===== config.mk =====
export PLATFORM = sky130hd
export DESIGN_NAME = bpa_split
export DESIGN_NICKNAME = d
export VERILOG_FILES = /design/src/hdl/bpa_split.sv
export SDC_FILE = /design/constraint.sdc
export NUM_CORES = 1
export LEC_CHECK = 0
export BUFFER_PORTS_ARGS = -buffer_cell sky130_fd_sc_hd__buf_2
export CELL_PAD_IN_SITES_DETAIL_PLACEMENT = 1
export CELL_PAD_IN_SITES_GLOBAL_PLACEMENT = 1
export CORE_MARGIN = 4
export CORE_UTILIZATION = 31
export CTS_CLUSTER_SIZE = 40
export DETAILED_ROUTE_END_ITERATION = 12
export PLACE_DENSITY = 0.7
export SYNTH_ARGS = -nofsm -noshare
export SYNTH_HDL_FRONTEND = slang
export SYNTH_SLANG_ARGS = --single-unit

===== constraint.sdc =====
create_clock -name clk -period 0.8 [get_ports clk]
set_input_delay 0.04 -clock clk [delete_from_list [all_inputs] [get_ports clk]]
set_output_delay 0.04 -clock clk [all_outputs]
set_load 0.05 [all_outputs]

===== src/hdl/bpa_split.sv =====
// ----------------------------------------------------------------------------
// bpa_split
// Splits a page number into map entry index and bit position: a two stage
// divide by a constant through a reciprocal multiply, then the remainder.
// ----------------------------------------------------------------------------
module bpa_split #(
  parameter int XW      = 17,
  parameter int DIVISOR = 64,
  parameter int RW      = $clog2(DIVISOR)
) (
  input  logic          clk,
  input  logic          rst,
  input  logic          in_valid,
  input  logic [XW-1:0] x,
  output logic          out_valid,
  output logic [XW-1:0] q,
  output logic [RW-1:0] r
);

  // shift wide enough that the rounded-up reciprocal gives exact quotients
  localparam int SH = XW + RW;
  localparam int MW = XW + 2;
  localparam int PW = XW + MW;
  localparam logic [63:0] RECIP_L = ((64'd1 << SH) + 64'(DIVISOR) - 64'd1) / 64'(DIVISOR);
  localparam logic [MW-1:0] RECIP = MW'(RECIP_L);
  localparam logic [XW-1:0] DIV_X = XW'(DIVISOR);

  logic          v1;
  logic [XW-1:0] x1;
  logic [XW-1:0] q1;
  logic [PW-1:0] prod;
  logic [XW-1:0] qd;
  logic [XW-1:0] rem;

  assign prod = PW'(x) * PW'(RECIP);
  assign qd   = q1 * DIV_X;
  assign rem  = x1 - qd;

  always_ff @(posedge clk) begin
    if (rst) begin
      v1        <= 1'b0;
      out_valid <= 1'b0;
    end else begin
      v1        <= in_valid;
      out_valid <= v1;
    end
  end

  always_ff @(posedge clk) begin
    x1 <= x;
    q1 <= XW'(prod >> SH);
    q  <= q1;
    r  <= RW'(rem);
  end

endmodule


Word-level counts from Yosys, hierarchy flattened
Index checks and enable logic that the tools add are counted.

operators by class
  add/subtract/negate cells = 1

operators by type and width
  operator             count
  $sub 6x1->6 const B  1

storage, ports and cells
  bits in registers = 36
  bits of input ports = 20
  output and inout bits = 24

Logic depth before layout (Yosys ltp)
Gate-level depths: netlist of the first run.

  depth in word-level cells = 1
  mapped depth = 1

Least setup slack after synthesis of the first run
Ideal clock, no wire load.

  path type = reg-to-output
  from = reg out_valid
  to = out out_valid
  data arrival time = 587 ps
  data required time = 760 ps
  path slack = 173 ps
  cell stages (with the launch flop) = 1
  path buffers = 0
  cells stage by stage = dfxtp_1

RTL lines
  what                    line  RTL
  from (decl)             15    output logic out_valid,
  from (signal assigned)  45    out_valid <= v1;

No word-level cell between the ends.

Worst setup path after layout of the first run
  from = reg r[4]
  to = out r[4]

RTL lines
  what                    line  RTL
  from (decl)             17    output logic [RW-1:0] r
  from (signal assigned)  53    r <= RW'(rem);

No word-level cell between the ends.

==> impl_metrics.json, run 1 <==
{
  "place_inst": 109,
  "num_io_pins": 44,
  "placed_area_um2": 976,
  "via_per_inst": 3.77,
  "failed_checks": "setup timing",
  "drtPass1Iterations": 3,
  "cts_num_sinks": 36,
  "whs_endpoint": "q[1]",
  "antenna_cells": 0,
  "hp-class": "flop to flop",
  "grt_pass1_wl_um": 3160,
  "worstHoldStart": "q1[1]",
  "synth_seq_cells": 36,
  "grt_overflow": 0,
  "routed_wl_um": 2190,
  "path_max_fanout": 1,
  "first_iter_violations": 2,
  "netlist_area_um2": 782,
  "clk_path_buf_depth": 2,
  "r2r-start": "v1",
  "syn_to_final_growth_pct": 79.0,
  "postRouteAntennaNets": 0,
  "layout_common_cells": "dlygate4sd3_1 (19), buf_2 (19), dfxtp_2 (18), dfxtp_1 (18), buf_8 (14)",
  "status": "finished with violations",
  "crit_buf_inv": 1,
  "reg2reg_depth": 1,
  "critical-path-slowest-cell": "dfxtp_2",
  "crit_family": "flip-flops",
  "max_freq_mhz": 1120,
  "setup_slack_ps": -89.6,
  "vias": 509,
  "p_leak_nw": 0.638,
  "crit_path_start_kind": "flop",
  "crit_chain": "buf_8",
  "final_cells": 135,
  "crit_arrival_ps": 850,
  "drive_gt1_share_pct": 57.0,
  "grt.total_usage_pct": 13.8,
  "cts_tree": "yes",
  "p_per_area_nw_per_um2": 2360,
  "clk-insertion-delay-late_ps": 320,
  "pre_cts_ws_ps": 181,
  "holdWs_ps": 326,
  "htreeDepth": 2,
  "first_global_vias": 567,
  "rsz0062_at_grt": "true",
  "crit_type": "flop to output port",
  "post-route-min-period_ps": 890,
  "yosysUniqueCellTypes": 4,
  "multi_input_area_um2": 35.0,
  "die_h_um": 58.2,
  "clk_pin_slew_ps": 110,
  "whs_path_depth": 0,
  "setup_viol": 18,
  "power_mw": 3.31,
  "cts_buffers": 5,
  "syn_area_per_cell_um2": 17.4,
  "n_fill_cell": 226,
  "rows": 17,
  "fin_setup_tns_ps": -1020,
  "final_util_pct": 60.9,
  "initial_core_util_pct": 34.0,
  "synthCells": 45,
  "seq_area_um2": 743,
  "yosysSeqAreaShare_pct": 92.2,
  "cp.depth": 1,
  "fin_crit_sh_pct": 111,
  "die_area_um2": 3390,
  "final_area_um2": 1400,
  "yosys_warnings": 0,
  "ir_worst_vdd_mv": 1.48,
  "skew_ps": 9.92,
  "core_area_um2": 2300,
  "max_stage_delay_ps": 370,
  "rrSetupSlack_ps": 270,
  "cap_viol_max_count": 0,
  "gp_congestion": 0.647,
  "grt_max_degree": 11,
  "crit_path_end_kind": "output port",
  "drc": 0,
  "slew_violations": 0,
  "antenna_found_initial": 0,
  "portBuffers": 37,
  "cp.required_ps": 760,
  "die_x_um": 58.2,
  "nNetsFinal": 127,
  "cts-root-buf": "clkbuf_4",
  "hold_viol_final": 0,
  "rr_endpoint": "out_valid",
  "routedWlPerCell_um": 16.2
}
==> routing by layer <==
metal	GRT usage, %	share of wire [%]	up-vias
met2	24.0	52	32
met1	15.0	40	230
met4	4.97	0.78	0
met3	5.79	6.5	2
li1	-	-	245
met5	0	0	-
==> state kept, by name, indices dropped and copies added (netlist names) <==
name / cells
out_valid: 1
q: 11
q1: 11
r: 6
v1: 1
x1: 6
==> cells in the mapped netlist, drive strengths merged <==
library cell  count  area [µm²]
dfxtp            36         721
buf               6        45.0
nor2b             2        12.5
conb              1        3.75
==> how the worst max path moves through the flow <==
stage,startpoint,end,slack (ps)
floorplan,out_valid,out_valid,170
global placement,r[3],r[3],200
detailed placement,r[1],r[1],180
CTS,r[1],r[1],-80
global route,r[4],r[4],-130
finish,r[4],r[4],-90
==> area by class of cell <==
| cell class | count | area share, % |
|---|---|---|
| clock buffer | 6 | 2.95 |
| timing repair buffer | 56 | 38.6 |
| tap | 28 | 2.50 |
| multi-input combinational | 8 | 2.50 |
| clock inverter | 1 | 0.357 |
| sequential | 36 | 53.1 |
==> where the power goes <==
group          leakage (nW)  switching [mW]  internal, mW  total [mW]
registers             0.304          0.0477          1.90        1.95
logic                 0.306           0.282         0.211       0.493
clock network        0.0281           0.549         0.324       0.872
total                 0.638           0.878          2.43        3.31
==> cell families (layout without fill, tap and decap cells) <==
family | after synthesis | after routing | share of synthesized area (%)
buffers and inverters | 6 | 63 | 5.76
and+or+nand+nor | 2 | 2 | 1.60
DFF | 36 | 36 | 92.2
other | 1 | 6 | 0.480
==> repair_timing <==
action	4_1_cts	5_1_grt
endpoints found under the setup margin	18	18
buffers inserted	0	0
gates cloned	0	0
gates resized for setup	66	2
hold buffers	19	0
hold endpoints to repair	19	0
(Power assumes the default switching activity.)
==> inputs of run 2 (changes only) <==
clock period = 1 ns   (was 0.8 ns; I/O delays follow)
==> run 2 against run 1 <==
The run now ends clean. Count of clock-buffer cells in the layout is the same. Sequential share of layout area grew 5.9 points. Die area is the same. Flip-flop and latch count is the same. First-iteration DRC count is the same. Combinational power shrank 34%. Total power shrank 24%. Sequential power shrank 22%. Clock skew shrank 3.5 ps.
==> impl_metrics.json, run 2 (synthesis gave the netlist of run 1 again) <==
{
  "status": "finished clean",
  "crit_path_end_kind": "output port",
  "hold_viol_final": 0,
  "final_util_pct": 53.2,
  "num_io_pins": 44,
  "cts_num_sinks": 36,
  "die_area_um2": 3390,
  "p_per_area_nw_per_um2": 2060,
  "initial_core_util_pct": 34.0,
  "clk_pin_slew_ps": 100,
  "syn_to_final_growth_pct": 56.3,
  "critPathLaunch": "r[4]",
  "r2r-start": "v1",
  "clk_path_buf_depth": 2,
  "first_iter_violations": 2,
  "p_seq_share_pct": 60.7,
  "drc": 0,
  "ir_worst_vdd_mv": 1.07,
  "skew_ps": 6.44,
  "multi_input_area_um2": 35.0,
  "routed_wl_um": 1600,
  "clkPwrFrac_pct": 26.4,
  "routedWlPerCell_um": 11.9,
  "cts_tree": "yes",
  "reg_top3": "q1: 11 flops, q: 11 flops",
  "setup_viol": 0,
  "htreeDepth": 2,
  "die_x_um": 58.2,
  "crit_type": "flop to output port",
  "via_per_inst": 3.63,
  "post-route-min-period_ps": 951,
  "rrSetupSlack_ps": 480,
  "crit_chain": "buf_2",
  "nNetsFinal": 127,
  "mostFrequentLayoutCell": "dfxtp_1",
  "cp.required_ps": 950,
  "layout_common_cells": "dfxtp_1 (36), buf_2 (33), dlygate4sd3_1 (19)",
  "reg2reg_depth": 1,
  "portBuffers": 37,
  "cts-root-buf": "clkbuf_4",
  "p_int_mw": 1.87,
  "swShare_pct": 25.6,
  "drtPass1Iterations": 2,
  "grt_pass1_wl_um": 2300,
  "hp-class": "flop to flop",
  "grt_overflow": 0,
  "path_max_fanout": 1,
  "crit_family": "flip-flops",
  "power.switching_mw": 0.643,
  "fin_crit_sh_pct": 95.1,
  "crit_buf_inv": 1,
  "core_area_um2": 2300,
  "antenna_cells": 0,
  "slew_violations": 0,
  "cts_buffers": 5,
  "gp_congestion": 0.647,
  "critical-path-slowest-cell": "dfxtp_1",
  "fin_setup_tns_ps": 0,
  "clk-insertion-delay-late_ps": 320,
  "grt.total_usage_pct": 10.1,
  "n_fill_cell": 248,
  "antenna_found_initial": 0,
  "max_freq_mhz": 1050,
  "whs_path_depth": 0,
  "crit_arrival_ps": 900,
  "grt_max_degree": 11,
  "drive_gt1_share_pct": 40.2,
  "crit_path_start_kind": "flop",
  "endpoint": "r[4]",
  "rows": 17,
  "max_stage_delay_ps": 330,
  "seq_area_um2": 721,
  "first_global_vias": 488,
  "vias": 490,
  "comb_power_share_pct": 12.9,
  "cp.depth": 1,
  "postRouteAntennaNets": 0,
  "rsz0062_at_grt": "false",
  "rr_endpoint": "out_valid",
  "die_h_um": 58.2,
  "p_leak_nw": 0.584,
  "cap_viol_max_count": 0
}
run 2: worst min-delay path by stage:
stage | from | end | slack, ps
floorplan | x[6] | q1[0] | 80
global placement | x[13] | q1[7] | 150
detailed placement | x[7] | q1[1] | 150
CTS | q1[7] | q[7] | 340
global route | x[1] | x1[1] | 340
finish | q1[0] | q[0] | 330
run 2: cell type report:
type                       instances  share of cell area [%]
timing repair buffer              56                    31.5
sequential                        36                    59.0
clock buffer                       6                    3.38
multi-input combinational          8                    2.87
tap                               28                    2.87
clock inverter                     1                   0.409
run 2: metal layers:
| metal | vias to the layer above | GRT usage [%] | share of wire [%] |
|---|---|---|---|
| li1 | 245 | - | - |
| met1 | 209 | 8.80 | 35 |
| met2 | 33 | 18.2 | 52 |
| met3 | 3 | 5.12 | 12 |
| met4 | 0 | 5.96 | 2.0 |
| met5 | - | 0 | 0 |
run 2: through the flow:
| step | cells | power, mW | area [µm²] | hold WS [ps] | setup slack (ps) |
|---|---|---|---|---|---|
| finish | 135 | 2.52 | 1220 | 326 | 49.0 |
| global route | 135 | 2.63 | 1220 | 335 | 0.506 |
| CTS | 135 | 2.54 | 1210 | 335 | 6.43 |
| detailed placement | 109 | 1.82 | 976 | 154 | 371 |
| global placement | 109 | 1.81 | 976 | 153 | 392 |
| floorplan | 50 | 1.76 | 801 | 77.7 | 363 |
run 2: what timing repair did:
action | 4_1_cts | 5_1_grt
hold buffers | 19 | 0
endpoints found under the setup margin | 0 | 4
buffers inserted | 0 | 0
gates resized for setup | 0 | 5
endpoints found under the hold margin | 19 | 0
run 2: power groups by stage:
stage	Combinational, mW	Clock [mW]	Sequential, mW
after floorplan	0.0695	0	1.69
final	0.325	0.664	1.53
after global placement	0.258	0	1.56
after CTS	0.321	0.690	1.53
after global routing	0.340	0.759	1.53
after detailed placement	0.261	0	1.56
==> inputs of run 3 (changes only) <==
BUFFER_PORTS_ARGS = -buffer_cell sky130_fd_sc_hd__buf_4   (was -buffer_cell sky130_fd_sc_hd__buf_2)
==> run 3 against run 2 <==
Clock power increased by 13%. Combinational power up 13%. Maximum frequency is 2.8% higher. Die area unchanged. Via count increased by 3.7%. Largest cell class unchanged. Critical path depth did not move. Setup slack gained 26 ps. Utilization rose by 4.2 points. Worst hold slack better by 6.5 ps. Non-clock buffer count unchanged. Global-route usage rose by 0.56 points. Count of clock-buffer cells in the layout stayed put. Highest routed layer is now met3.
==> impl_metrics.json, run 3 (synthesis gave the netlist of run 1 again) <==
{
  "nNetsFinal": 127,
  "first_iter_violations": 4,
  "r2r-start": "v1",
  "clk_pin_slew_ps": 90,
  "die_h_um": 58.2,
  "skew_ps": 4.53,
  "via_per_inst": 3.74,
  "reg_top3": "q1: 11 flops, q: 11 flops",
  "vias": 508,
  "cp.required_ps": 950,
  "hp-class": "flop to flop",
  "antenna_found_initial": 0,
  "post_cts_buffers": 0,
  "portBuffers": 37,
  "setup_viol": 0,
  "crit_path_end_kind": "output port",
  "p_per_area_nw_per_um2": 2010,
  "syn_to_final_growth_pct": 68.8,
  "grt_pass1_wl_um": 2460,
  "place_hpwl_um": 1040,
  "mostFrequentLayoutCell": "buf_4",
  "final_cells": 136,
  "crit_buf_inv": 1,
  "grt.total_usage_pct": 10.6,
  "n_fill_cell": 233,
  "max_stage_delay_ps": 350,
  "clk-insertion-delay-late_ps": 320,
  "antenna_cells": 0,
  "rows": 17,
  "grt_overflow": 0,
  "gp_congestion": 0.688,
  "grt_max_degree": 12,
  "pre_cts_ws_ps": 425,
  "post-route-min-period_ps": 925,
  "critical-path-slowest-cell": "dfxtp_1",
  "cts-root-buf": "clkbuf_4",
  "worstHoldStart": "q1[3]",
  "die_area_um2": 3390,
  "final_area_um2": 1320,
  "whs_endpoint": "q[3]",
  "placed_area_um2": 1070,
  "crit_arrival_ps": 870,
  "first_global_vias": 542,
  "core_area_um2": 2300,
  "hold_viol_final": 0,
  "crit_family": "flip-flops",
  "max_freq_mhz": 1080,
  "routedWlPerCell_um": 12.2,
  "drive_gt1_share_pct": 41.7,
  "cts_num_sinks": 36,
  "crit_type": "flop to output port",
  "reg2reg_depth": 1,
  "routed_wl_um": 1660,
  "rr_endpoint": "out_valid",
  "cts_buffers": 5,
  "clk_path_buf_depth": 2,
  "drc": 0,
  "crit_chain": "buf_4",
  "slew_violations": 0,
  "crit_path_start_kind": "flop",
  "rsz0062_at_grt": "false",
  "setup_slack_ps": 75.1,
  "layout_common_cells": "buf_4 (37), dfxtp_1 (36), dlygate4sd3_1 (19)",
  "cap_viol_max_count": 0,
  "status": "finished clean",
  "fin_crit_sh_pct": 92.5,
  "fin_setup_tns_ps": 0,
  "path_max_fanout": 1,
  "drtPass1Iterations": 2,
  "p_leak_nw": 0.623,
  "place_inst": 109,
  "ir_worst_vdd_mv": 1.17,
  "die_x_um": 58.2,
  "postRouteAntennaNets": 0,
  "htreeDepth": 2,
  "cts_tree": "yes",
  "final_util_pct": 57.5,
  "initial_core_util_pct": 34.0,
  "whs_path_depth": 0,
  "rrSetupSlack_ps": 470,
  "num_io_pins": 44
}
==> run 3: report_power, final <==
part	total [mW]	internal (mW)	switching, mW
Sequential	1.53	1.51	0.0187
Combinational	0.367	0.143	0.224
Clock	0.753	0.334	0.419
==> run 3: timing repair <==
| item | in CTS | in global routing |
|---|---|---|
| resized for setup | 0 | 0 |
| hold endpoints to repair | 19 | 0 |
| hold buffers | 19 | 0 |
==> run 3: metal layers <==
layer | share of wire, % | GRT usage [%] | vias up
li1 | - | - | 249
met1 | 35 | 9.23 | 226
met2 | 54 | 20.0 | 33
met3 | 11 | 5.35 | 0
met4 | 0 | 4.97 | 0
met5 | 0 | 0 | -
==> run 3: worst max-delay path by stage <==
stage                          from        end  slack, ps  cells past startpoint
after floorplan           out_valid  out_valid        360                      0
after global placement         q[1]       q[1]        450                      1
after detailed placement       r[3]       r[3]        430                      1
after CTS                      r[3]       r[3]         60                      1
after global routing           r[2]       r[2]         40                      1
final                          r[3]       r[3]         80                      1
==> run 3: through the flow <==
| step | hold WS (ps) | power [mW] |
|---|---|---|
| 3_5_place_dp | 156 | 1.87 |
| 5_1_grt | 340 | 2.78 |
| 4_1_cts | 337 | 2.69 |
| 6_report | 333 | 2.65 |
| 3_3_place_gp | 155 | 1.86 |
| 2_1_floorplan | 77.7 | 1.76 |
==> run 3: layout make-up <==
class / instances / area, µm² / area share, %
Multi-Input combinational cell: 8 / 35.0 / 2.65
Clock inverter: 2 / 10.0 / 0.758
Tap cell: 28 / 35.0 / 2.65
Clock buffer: 6 / 51.3 / 3.89
Sequential cell: 36 / 721 / 54.6
Timing Repair Buffer: 56 / 468 / 35.5
